`src/rtl/lse_pkg.sv`:
```
// Shared types and constants for the LSB steganography extractor.
`timescale 1ns / 1ps

package lse_pkg;

   // Bits in the big-endian length header and in one message byte.
   localparam int unsigned HEADER_BITS = 32;
   localparam int unsigned BYTE_BITS   = 8;
   localparam int unsigned LEN_W       = 32;
   localparam int unsigned HCNT_W      = 6;
   localparam int unsigned BCNT_W      = 3;

   // Extraction phase; the fourth code never arises and is handled as done.
   typedef enum logic [1:0] {
      PH_HEADER  = 2'd0,
      PH_MESSAGE = 2'd1,
      PH_DONE    = 2'd2
   } phase_type;

   // Result status codes.
   typedef enum logic [1:0] {
      ST_BYTE      = 2'd0,
      ST_EMPTY     = 2'd1,
      ST_HDR_SHORT = 2'd2,
      ST_TRUNC     = 2'd3
   } status_type;

   // One queue entry: what one pixel produced, at most a data word and an error word.
   typedef struct packed {
      logic             has_data;
      logic [7:0]       data_byte;
      status_type       data_status;
      logic             data_last;
      logic             has_err;
      status_type       err_status;
      logic [LEN_W-1:0] length;
   } entry_type;

   // Write side of the queue.
   typedef struct packed {
      logic      valid;
      entry_type entry;
   } push_type;

   // Read side of the queue.
   typedef struct packed {
      logic      valid;
      entry_type entry;
   } head_type;

endpackage

```
`src/rtl/lse_req_if.sv`:
```
// Pixel channel: valid/ready handshake with three color channels and an end flag.
`timescale 1ns / 1ps

interface lse_req_if;
   logic       valid;
   logic       ready;
   logic [7:0] channel_0;
   logic [7:0] channel_1;
   logic [7:0] channel_2;
   logic       end_of_image;

   modport source (output valid, output channel_0, output channel_1, output channel_2,
                   output end_of_image, input ready);
   modport sink (input valid, input channel_0, input channel_1, input channel_2,
                 input end_of_image, output ready);
endinterface

```
`src/rtl/lse_rsp_if.sv`:
```
// Result channel: valid/ready handshake carrying recovered bytes and status.
`timescale 1ns / 1ps

interface lse_rsp_if;
   logic        valid;
   logic        ready;
   logic [7:0]  message_byte;
   logic [1:0]  status;
   logic [31:0] message_length;
   logic        last;

   modport source (output valid, output message_byte, output status,
                   output message_length, output last, input ready);
   modport sink (input valid, input message_byte, input status,
                 input message_length, input last, output ready);
endinterface

```
`src/rtl/lse_front.sv`:
```
// Front end: takes pixels, runs the bit-stream decoder and forms queue entries.
`timescale 1ns / 1ps

module lse_front (
   input  logic              clock,
   input  logic              reset,
   input  logic              in_valid,
   input  logic [7:0]        in_channel_0,
   input  logic [7:0]        in_channel_1,
   input  logic [7:0]        in_channel_2,
   input  logic              in_end_of_image,
   input  logic              space_ok,
   output logic              in_ready,
   output lse_pkg::push_type push
);

   lse_pkg::phase_type             phase_ff, phase_in;
   logic [lse_pkg::LEN_W-1:0]      hdr_shift_ff, hdr_shift_in;
   logic [lse_pkg::HCNT_W-1:0]     hdr_cnt_ff, hdr_cnt_in;
   logic [lse_pkg::LEN_W-1:0]      remain_ff, remain_in;
   logic [lse_pkg::LEN_W-1:0]      length_ff, length_in;
   logic [7:0]                     acc_ff, acc_in;
   logic [lse_pkg::BCNT_W-1:0]     byte_cnt_ff, byte_cnt_in;
   logic [2:0]                     bits;
   logic                           accept;
   lse_pkg::entry_type             entry;

   assign in_ready = space_ok;
   assign accept   = in_valid && space_ok;

   // Channel 0 carries the first stream bit.
   assign bits = {in_channel_2[0], in_channel_1[0], in_channel_0[0]};

   // Decoder state registers; they move only when a pixel is taken.
   always_ff @(posedge clock) begin
      if (reset) begin
         phase_ff     <= lse_pkg::PH_HEADER;
         hdr_shift_ff <= '0;
         hdr_cnt_ff   <= '0;
         remain_ff    <= '0;
         length_ff    <= '0;
         acc_ff       <= '0;
         byte_cnt_ff  <= '0;
      end else if (accept) begin
         phase_ff     <= phase_in;
         hdr_shift_ff <= hdr_shift_in;
         hdr_cnt_ff   <= hdr_cnt_in;
         remain_ff    <= remain_in;
         length_ff    <= length_in;
         acc_ff       <= acc_in;
         byte_cnt_ff  <= byte_cnt_in;
      end
   end

   // Walk the three bits of the pixel, then handle the end of the image.
   always_comb begin
      phase_in     = phase_ff;
      hdr_shift_in = hdr_shift_ff;
      hdr_cnt_in   = hdr_cnt_ff;
      remain_in    = remain_ff;
      length_in    = length_ff;
      acc_in       = acc_ff;
      byte_cnt_in  = byte_cnt_ff;
      entry        = '0;

      for (int i = 0; i < 3; i++) begin
         unique case (phase_in)
            lse_pkg::PH_HEADER: begin
               hdr_shift_in = {hdr_shift_in[lse_pkg::LEN_W-2:0], bits[2'(i)]};
               hdr_cnt_in   = hdr_cnt_in + 1'b1;
               if (hdr_cnt_in == lse_pkg::HCNT_W'(lse_pkg::HEADER_BITS)) begin
                  length_in   = hdr_shift_in;
                  remain_in   = hdr_shift_in;
                  acc_in      = '0;
                  byte_cnt_in = '0;
                  if (hdr_shift_in == '0) begin
                     // An empty message ends the image's work right here.
                     phase_in          = lse_pkg::PH_DONE;
                     entry.has_data    = 1'b1;
                     entry.data_byte   = '0;
                     entry.data_status = lse_pkg::ST_EMPTY;
                     entry.data_last   = 1'b1;
                     entry.length      = '0;
                  end else begin
                     phase_in = lse_pkg::PH_MESSAGE;
                  end
               end
            end
            lse_pkg::PH_MESSAGE: begin
               acc_in = {acc_in[6:0], bits[2'(i)]};
               if (byte_cnt_in == lse_pkg::BCNT_W'(lse_pkg::BYTE_BITS - 1)) begin
                  entry.has_data    = 1'b1;
                  entry.data_byte   = acc_in;
                  entry.data_status = lse_pkg::ST_BYTE;
                  entry.data_last   = (remain_in == lse_pkg::LEN_W'(1));
                  entry.length      = length_in;
                  acc_in            = '0;
                  byte_cnt_in       = '0;
                  remain_in         = remain_in - 1'b1;
                  if (remain_in == '0) begin
                     phase_in = lse_pkg::PH_DONE;
                  end
               end else begin
                  byte_cnt_in = byte_cnt_in + 1'b1;
               end
            end
            default: begin
               // Done: bits after the message are dropped.
            end
         endcase
      end

      if (in_end_of_image) begin
         if (phase_in == lse_pkg::PH_HEADER) begin
            entry.has_err    = 1'b1;
            entry.err_status = lse_pkg::ST_HDR_SHORT;
            entry.length     = '0;
         end else if (phase_in == lse_pkg::PH_MESSAGE) begin
            entry.has_err    = 1'b1;
            entry.err_status = lse_pkg::ST_TRUNC;
            entry.length     = length_in;
         end
         phase_in     = lse_pkg::PH_HEADER;
         hdr_shift_in = '0;
         hdr_cnt_in   = '0;
         remain_in    = '0;
         length_in    = '0;
         acc_in       = '0;
         byte_cnt_in  = '0;
      end
   end

   // Only pixels that produce something take a queue slot.
   assign push.valid = accept && (entry.has_data || entry.has_err);
   assign push.entry = entry;

endmodule

```
`src/rtl/lse_queue.sv`:
```
// Short entry queue between the decoder front end and the result back end.
`timescale 1ns / 1ps

module lse_queue #(
   parameter int DEPTH = 4
) (
   input  logic              clock,
   input  logic              reset,
   input  lse_pkg::push_type push,
   output logic              space_ok,
   output lse_pkg::head_type head,
   input  logic              pop
);

   localparam int PTR_W = (DEPTH > 1) ? $clog2(DEPTH) : 1;
   localparam int CNT_W = $clog2(DEPTH + 1);

   lse_pkg::entry_type  slot_ff [DEPTH];
   logic [PTR_W-1:0]    wr_ptr_ff, wr_ptr_in;
   logic [PTR_W-1:0]    rd_ptr_ff, rd_ptr_in;
   logic [CNT_W-1:0]    count_ff, count_in;
   logic                do_push;
   logic                do_pop;

   assign space_ok   = (count_ff != CNT_W'(DEPTH));
   assign head.valid = (count_ff != '0);
   assign head.entry = slot_ff[rd_ptr_ff];
   assign do_push    = push.valid && space_ok;
   assign do_pop     = pop && head.valid;

   // Pointer and fill count update, wrapping at the depth.
   always_comb begin
      wr_ptr_in = wr_ptr_ff;
      rd_ptr_in = rd_ptr_ff;
      count_in  = count_ff;
      if (do_push) begin
         wr_ptr_in = (wr_ptr_ff == PTR_W'(DEPTH - 1)) ? '0 : wr_ptr_ff + 1'b1;
      end
      if (do_pop) begin
         rd_ptr_in = (rd_ptr_ff == PTR_W'(DEPTH - 1)) ? '0 : rd_ptr_ff + 1'b1;
      end
      if (do_push && !do_pop) begin
         count_in = count_ff + 1'b1;
      end else if (do_pop && !do_push) begin
         count_in = count_ff - 1'b1;
      end
   end

   always_ff @(posedge clock) begin
      if (reset) begin
         wr_ptr_ff <= '0;
         rd_ptr_ff <= '0;
         count_ff  <= '0;
      end else begin
         wr_ptr_ff <= wr_ptr_in;
         rd_ptr_ff <= rd_ptr_in;
         count_ff  <= count_in;
      end
   end

   // Entry storage needs no reset.
   always_ff @(posedge clock) begin
      if (do_push) begin
         slot_ff[wr_ptr_ff] <= push.entry;
      end
   end

endmodule

```
`src/rtl/lse_back.sv`:
```
// Back end: splits each queue entry into one or two result words in an output register.
`timescale 1ns / 1ps

module lse_back (
   input  logic              clock,
   input  logic              reset,
   input  lse_pkg::head_type head,
   output logic              pop,
   output logic              out_valid,
   input  logic              out_ready,
   output logic [7:0]        out_message_byte,
   output logic [1:0]        out_status,
   output logic [31:0]       out_message_length,
   output logic              out_last
);

   logic        valid_ff, valid_in;
   logic        second_ff, second_in;
   logic [7:0]  byte_ff, byte_in;
   logic [1:0]  status_ff, status_in;
   logic [31:0] length_ff, length_in;
   logic        last_ff, last_in;
   logic        load;
   logic        emit_data;

   // The output register takes a new word whenever it is empty or being drained.
   assign load      = head.valid && (!valid_ff || out_ready);
   assign emit_data = head.entry.has_data && !second_ff;

   always_comb begin
      valid_in  = valid_ff && !out_ready;
      second_in = second_ff;
      pop       = 1'b0;
      byte_in   = byte_ff;
      status_in = status_ff;
      length_in = length_ff;
      last_in   = last_ff;
      if (load) begin
         valid_in  = 1'b1;
         length_in = head.entry.length;
         if (emit_data) begin
            byte_in   = head.entry.data_byte;
            status_in = head.entry.data_status;
            last_in   = head.entry.data_last;
         end else begin
            byte_in   = '0;
            status_in = head.entry.err_status;
            last_in   = 1'b1;
         end
         // An entry with both words stays at the head until its error word is loaded too.
         if (emit_data && head.entry.has_err) begin
            second_in = 1'b1;
         end else begin
            second_in = 1'b0;
            pop       = 1'b1;
         end
      end
   end

   always_ff @(posedge clock) begin
      if (reset) begin
         valid_ff  <= 1'b0;
         second_ff <= 1'b0;
      end else begin
         valid_ff  <= valid_in;
         second_ff <= second_in;
      end
   end

   always_ff @(posedge clock) begin
      byte_ff   <= byte_in;
      status_ff <= status_in;
      length_ff <= length_in;
      last_ff   <= last_in;
   end

   assign out_valid          = valid_ff;
   assign out_message_byte   = byte_ff;
   assign out_status         = status_ff;
   assign out_message_length = length_ff;
   assign out_last           = last_ff;

endmodule

```
`src/rtl/lsb_stego_extract.sv`:
```
// Top level of the LSB steganography extractor.
//
//   Channel   Direction  Word
//   req_port  in         one pixel: channel_0..2 and end_of_image
//   rsp_port  out        message_byte, status, message_length, last
//
// One pixel is taken per clock while the entry queue has a free slot.
// Results leave at one word per clock from a registered output while the result
// side is ready; a pixel that yields a byte and an end-of-image error gives two
// result words, byte first. Pixel data is queued, then registered at the output.
// Reset is synchronous and returns the decoder to the header phase.
// A stalled result side fills the QUEUE_DEPTH entry queue, then holds off pixels.
`timescale 1ns / 1ps

module lsb_stego_extract #(
   parameter int QUEUE_DEPTH = 4
) (
   input  logic clock,
   input  logic reset,
   lse_req_if.sink   req_port,
   lse_rsp_if.source rsp_port
);

   lse_pkg::push_type push;
   lse_pkg::head_type head;
   logic              space_ok;
   logic              pop;

   // Decoder front end.
   lse_front u_front (
      .clock           (clock),
      .reset           (reset),
      .in_valid        (req_port.valid),
      .in_channel_0    (req_port.channel_0),
      .in_channel_1    (req_port.channel_1),
      .in_channel_2    (req_port.channel_2),
      .in_end_of_image (req_port.end_of_image),
      .space_ok        (space_ok),
      .in_ready        (req_port.ready),
      .push            (push)
   );

   // Entry queue.
   lse_queue #(
      .DEPTH (QUEUE_DEPTH)
   ) u_queue (
      .clock    (clock),
      .reset    (reset),
      .push     (push),
      .space_ok (space_ok),
      .head     (head),
      .pop      (pop)
   );

   // Result back end.
   lse_back u_back (
      .clock              (clock),
      .reset              (reset),
      .head               (head),
      .pop                (pop),
      .out_valid          (rsp_port.valid),
      .out_ready          (rsp_port.ready),
      .out_message_byte   (rsp_port.message_byte),
      .out_status         (rsp_port.status),
      .out_message_length (rsp_port.message_length),
      .out_last           (rsp_port.last)
   );

endmodule

```
`src/flat_wrapper.sv`:
```
// flat-port wrapper written by rule: the top's interface ports become plain ports
module lsb_stego_extract_flat 
#(
   parameter int QUEUE_DEPTH = 4
)
  (clock, reset, req_port_valid, req_port_channel_0, req_port_channel_1, req_port_channel_2, req_port_end_of_image, req_port_ready, rsp_port_valid, rsp_port_message_byte, rsp_port_status, rsp_port_message_length, rsp_port_last, rsp_port_ready);
  lse_req_if req_port_i ();
  lse_rsp_if rsp_port_i ();
  input  logic clock;
  input  logic reset;
  input wire logic [$bits(req_port_i.valid)-1:0] req_port_valid;
  input wire logic [$bits(req_port_i.channel_0)-1:0] req_port_channel_0;
  input wire logic [$bits(req_port_i.channel_1)-1:0] req_port_channel_1;
  input wire logic [$bits(req_port_i.channel_2)-1:0] req_port_channel_2;
  input wire logic [$bits(req_port_i.end_of_image)-1:0] req_port_end_of_image;
  output wire logic [$bits(req_port_i.ready)-1:0] req_port_ready;
  output wire logic [$bits(rsp_port_i.valid)-1:0] rsp_port_valid;
  output wire logic [$bits(rsp_port_i.message_byte)-1:0] rsp_port_message_byte;
  output wire logic [$bits(rsp_port_i.status)-1:0] rsp_port_status;
  output wire logic [$bits(rsp_port_i.message_length)-1:0] rsp_port_message_length;
  output wire logic [$bits(rsp_port_i.last)-1:0] rsp_port_last;
  input wire logic [$bits(rsp_port_i.ready)-1:0] rsp_port_ready;
  assign req_port_i.valid = req_port_valid;
  assign req_port_i.channel_0 = req_port_channel_0;
  assign req_port_i.channel_1 = req_port_channel_1;
  assign req_port_i.channel_2 = req_port_channel_2;
  assign req_port_i.end_of_image = req_port_end_of_image;
  assign req_port_ready = req_port_i.ready;
  assign rsp_port_valid = rsp_port_i.valid;
  assign rsp_port_message_byte = rsp_port_i.message_byte;
  assign rsp_port_status = rsp_port_i.status;
  assign rsp_port_message_length = rsp_port_i.message_length;
  assign rsp_port_last = rsp_port_i.last;
  assign rsp_port_i.ready = rsp_port_ready;
  lsb_stego_extract #(.QUEUE_DEPTH(QUEUE_DEPTH)) u_core (.clock(clock), .reset(reset), .req_port(req_port_i), .rsp_port(rsp_port_i));
endmodule
```
`config.mk`:
```
export PLATFORM = sky130hd
export DESIGN_NAME = lsb_stego_extract_flat
export DESIGN_NICKNAME = d
export VERILOG_FILES = /design/src/rtl/lse_pkg.sv /design/src/rtl/lse_req_if.sv /design/src/rtl/lse_rsp_if.sv /design/src/rtl/lse_front.sv /design/src/rtl/lse_queue.sv /design/src/rtl/lse_back.sv /design/src/rtl/lsb_stego_extract.sv /design/src/flat_wrapper.sv
export SDC_FILE = /design/constraint.sdc
export NUM_CORES = 1
export LEC_CHECK = 0
export ABC_AREA = 1
export BUFFER_PORTS_ARGS = -buffer_cell sky130_fd_sc_hd__buf_2
export CAP_MARGIN = 0
export CORE_ASPECT_RATIO = 1.2
export CORE_MARGIN = 10
export CORE_UTILIZATION = 50
export CTS_CLUSTER_SIZE = 24
export DETAILED_ROUTE_END_ITERATION = 12
export PLACE_DENSITY = 0.72
export RECOVER_POWER = 25
export REMOVE_ABC_BUFFERS = 1
export SYNTH_ARGS = -nofsm -noshare
export SYNTH_HDL_FRONTEND = slang
export SYNTH_SLANG_ARGS = --single-unit
```
`constraint.sdc`:
```
create_clock -name clock -period 12.17 [get_ports clock]
set_input_delay 2.434 -clock clock [delete_from_list [all_inputs] [get_ports clock]]
set_output_delay 2.434 -clock clock [all_outputs]
set_load 0.05 [all_outputs]
```
==> flow_results.org <==
** Timing
- The final hold violation count was 0.
- Max Freq :: 124 MHz
- The worst pin sits at a relative slew slack of -1.89.
- Largest clock skew in the final design :: 22.6 ps
- Setup slack closes at approximately 4100 ps.
- Dividing the final minimum period by the clock period gives 0.664.
- At the pin with the least slew margin, the transition time is 4340 ps.
- For the final routed database, the setup TNS stands at 0 ps.
- Unrepaired setup endpoints after global routing :: false
- Setup violations remaining at the end of the flow were counted as 0.
- Hold timing on the final database bottoms out at a slack of approximately 470 ps.
- Fin. max-slew vios :: 342
- The routed design could run at a clock period as short as about 8100 ps.

** Place
- Input and output buffers added on the ports amount to 51.
- After legalization and detailed placement, the total HPWL measured roughly 60000 µm.
- Worst setup timing slack at the placement stage :: 3870 ps
- Weighted congestion at the end of routability-driven global placement :: 1.04

** Routing
- Before antenna repair, the detailed router went through 6 iterations.
- The detailed router placed 23600 vias in this run.
- After detailed routing, the average wire length per cell comes to 20.2 µm.
- For this run, design rule violations remaining after detail routing come to 0.
- The routed design has 82100 µm of wire.
- Remaining number of nets flagged by the antenna check after routing :: 0
- The first routing iteration left approximately 2400 violations.
- After detailed routing, the number of vias per cell comes to 5.81.

** Layout
- Area growth syn-to-layout :: 7.09%
- In the final layout, the share of cells above drive strength 1 is 0.0723.
- Post-layout util :: 0.542
- Total Nets Final :: ~3500

** Clock tree
- Number of gates resized after cts :: 0
- Hold-fix buffers at CTS :: 0
- CTS saw roughly 350 sinks.
- Clock latency on the worst-skew pair, taken at its later pin, is 540 ps.
- Number of buffers inserted to repair setup after CTS :: 0
- CTS tree :: built
- After clock tree synthesis, the clock-pin slew on the worst setup and hold paths is 70 ps.
- Clock buffer count from CTS :: 36
- CTS built an H-tree with a depth of 2.
- The tree is rooted in a sky130_fd_sc_hd__clkbuf_16.
- No sink is reached through more buffers than the 3 on the longest clock path.

** Synthesis
- Top cell type by total area after synthesis :: sky130_fd_sc_hd__edfxtp_1
- In this run, synthesis inferred 223 flip-flops with an integrated enable.
- The cell area that synthesis handed to floorplanning was 0.0239 mm².
- Commonest register cell after synthesis :: sky130_fd_sc_hd__edfxtp_1
- Leading cell types by count after synthesis :: sky130_fd_sc_hd__nand2_1 (1004), sky130_fd_sc_hd__nor2_1 (435), sky130_fd_sc_hd__inv_1 (304)
- In this run, distinct cell masters in the synthesized netlist total 54.
- Number of flip-flops and latches in the synthesized netlist :: 347
- Of the post-synthesis cell area, the dominant cell type holds 0.281.
- A synthesized cell averages 6.87 µm².
- Fraction of the yosys area taken by sequential cells :: 0.385
- For this run, the number of Yosys warnings is 0.
- Async set-or-reset flop fraction in the synthesized netlist :: 0
- Dominant cell by count in the synthesized netlist :: sky130_fd_sc_hd__nand2_1
- By area the synthesized netlist is led by sky130_fd_sc_hd__edfxtp_1 (28%), sky130_fd_sc_hd__nand2_1 (16%), sky130_fd_sc_hd__dfxtp_1 (10%).
- Synthesis handed over a netlist of 3474 instances.

** Floorplan
- Width of the die :: 219 µm
- The die covers 0.0569 mm².
- Vert. Die Dim :: 259 µm
- For this configuration, the core starts out at a cell density of 0.506.
- Pin placement for this block handled 74 I/O pins.
- Floorplan row count :: 87
- Core outline area :: 0.0471 mm²

** Worst setup path
- For the worst setup path, the data required time is 12600 ps.
- Max incr delay on CP :: approximately 430 ps
- Counting both buffers and inverters, the worst setup path holds a total of 7.
- Sort of element at the start of the critical path :: flip-flop
- Crit. End Element :: flip-flop
- Data on the critical path arrives at its endpoint at 8520 ps.
- In this run the worst path has a maximum fanout of 30.
- The setup path with the least slack is of type flip-flop to flip-flop.
- For this design, the slowest cell found on the critical path is sky130_fd_sc_hd__dfxtp_1.
- Cell type group with the largest total delay on the critical path :: simple AND/OR/NAND/NOR gates

** Global routing
- The number of antenna violations at the first check in global routing came to 2.
- The via count of the first global-routing pass is 21300.
- In the global route stage, overall resource usage came out at 0.278.
- Gr ovfl total :: 0
- Maximum number of pins on one net before global-route repair :: 92
- The first global-routing pass estimated 124000 µm of wire.

** Power
- Combinational share of power :: 0.262
- Cell internal power was estimated by the tool at approximately 2.3 mW.
- Power Dens Cells :: 140 mW/mm²
- Of the total power, registers draw 0.411.
- Portion of total power attributed to the clock network :: 0.328
- VDD IR-drop max :: 0.000147 V
- Summed over all nets, the switching power comes to 1.26 mW.
- Summed over all cells, the static leakage comes to 10.8 nW.
- Of the total power, the share spent switching nets is 0.353.

** Run status
- Outcome :: finished, violations left
- The checks that failed: max-capacitance violations, max-slew violations.

** Run
- Number of violations of the max-capacitance limit :: 5

** Hold path
- Worst hold-check path type :: flip-flop to flip-flop
sequential cells by signal (all words and copies together) (netlist names), 3 cells and up, named ones only:
| name | flops |
|---|---|
| u_core.u_back.out_message_byte | 8 |
| u_core.u_back.out_message_length | 32 |
| u_core.u_front.acc_ff | 7 |
| u_core.u_front.byte_cnt_ff | 3 |
| u_core.u_front.hdr_cnt_ff | 6 |
| u_core.u_front.hdr_shift_ff | 31 |
| u_core.u_front.length_ff | 32 |
| u_core.u_front.remain_ff | 32 |
| u_core.u_queue.count_ff | 3 |
| u_core.u_queue.slot_ff | 180 |
cell usage in the layout (no fill, tap or decap), types with 24 or more instances in the layout:
master and count:
sky130_fd_sc_hd__nand2_1 1003, sky130_fd_sc_hd__nor2_1 428, sky130_fd_sc_hd__inv_1 304, sky130_fd_sc_hd__o21ai_0 245, sky130_fd_sc_hd__a21oi_1 230, sky130_fd_sc_hd__nand3_1 223
sky130_fd_sc_hd__edfxtp_1 223, sky130_fd_sc_hd__dfxtp_1 123, sky130_fd_sc_hd__o22ai_1 79, sky130_fd_sc_hd__clkbuf_1 63, sky130_fd_sc_hd__nand4_1 54, sky130_fd_sc_hd__clkbuf_16 36
sky130_fd_sc_hd__buf_4 31, sky130_fd_sc_hd__nor2_2 30, sky130_fd_sc_hd__nand2_2 30, sky130_fd_sc_hd__o21ai_2 29, sky130_fd_sc_hd__o211ai_1 24, sky130_fd_sc_hd__ha_1 24
through the flow:
stage / instance area, µm² / cells / total power, mW
3_5_place_dp: 24400 / 4001 / 2.45
5_1_grt: 25600 / 4065 / 3.74
6_report: 25600 / 4066 / 3.58
4_1_cts: 25600 / 4065 / 3.61
3_3_place_gp: 24400 / 4001 / 2.42
2_1_floorplan: 23000 / 3292 / 2.15
power groups by stage:
stage / clock (mW) / sequential [mW] / combinational, mW
6_report: 1.17 / 1.47 / 0.936
5_1_grt: 1.23 / 1.48 / 1.02
3_5_place_dp: 0 / 1.49 / 0.962
4_1_cts: 1.19 / 1.46 / 0.964
2_1_floorplan: 0 / 1.80 / 0.353
3_3_place_gp: 0 / 1.48 / 0.943
layout make-up:
class	count	area, µm²
inverter	327	1230
timing repair buffer	86	444
tap	623	779
fill	4670	21600
antenna	1	2.50
multi-input combinational	2618	12700
sequential	347	9180
clock buffer	55	1040
clock inverter	9	191
layer usage:
layer / track usage / routed length [µm] / share of wire / vias up
li1: - / - / - / 11500
met1: 0.365 / 33600 / 0.41 / 10800
met2: 0.437 / 37000 / 0.45 / 1104
met3: 0.0397 / 7000 / 0.085 / 191
met4: 0.146 / 4430 / 0.054 / 2
met5: 0 / 13 / 0.00016 / -
worst reg2reg max path: cells and delay by family, from the launching register on:
kind | cells | cell delay, ps
buffers and inverters | 7 | 1250
flip-flops | 1 | 430
adder cells (fa/ha/maj) | 5 | 1140
XOR/XNOR | 2 | 510
AND/OR/NAND/NOR | 21 | 3960
AO/OA/AOI/OAI | 6 | 690
kinds of logic after synthesis:
logic type,synth area share
xor gates and xnor gates,0.00660
adders and majority gates,0.0134
AOI/OAI and AO/OA,0.169
buffers and inverters,0.0864
muxes,0.00886
and+or+nand+nor,0.331
DFF,0.385
worst paths after layout:
kind,from,endpoint,slack (ps),cells past startpoint
worst max-delay path,u_core.u_front.hdr_cnt_ff[2],u_core.u_queue.count_ff[2],4090,41
worst min-delay path,u_core.u_front.hdr_shift_ff[11],u_core.u_front.hdr_shift_ff[11],470,2
worst max register to register,u_core.u_front.hdr_cnt_ff[2],u_core.u_queue.count_ff[2],4090,41
worst min register to register,u_core.u_front.hdr_shift_ff[11],u_core.u_front.hdr_shift_ff[11],470,2
Power figures use the tool's default switching activity.
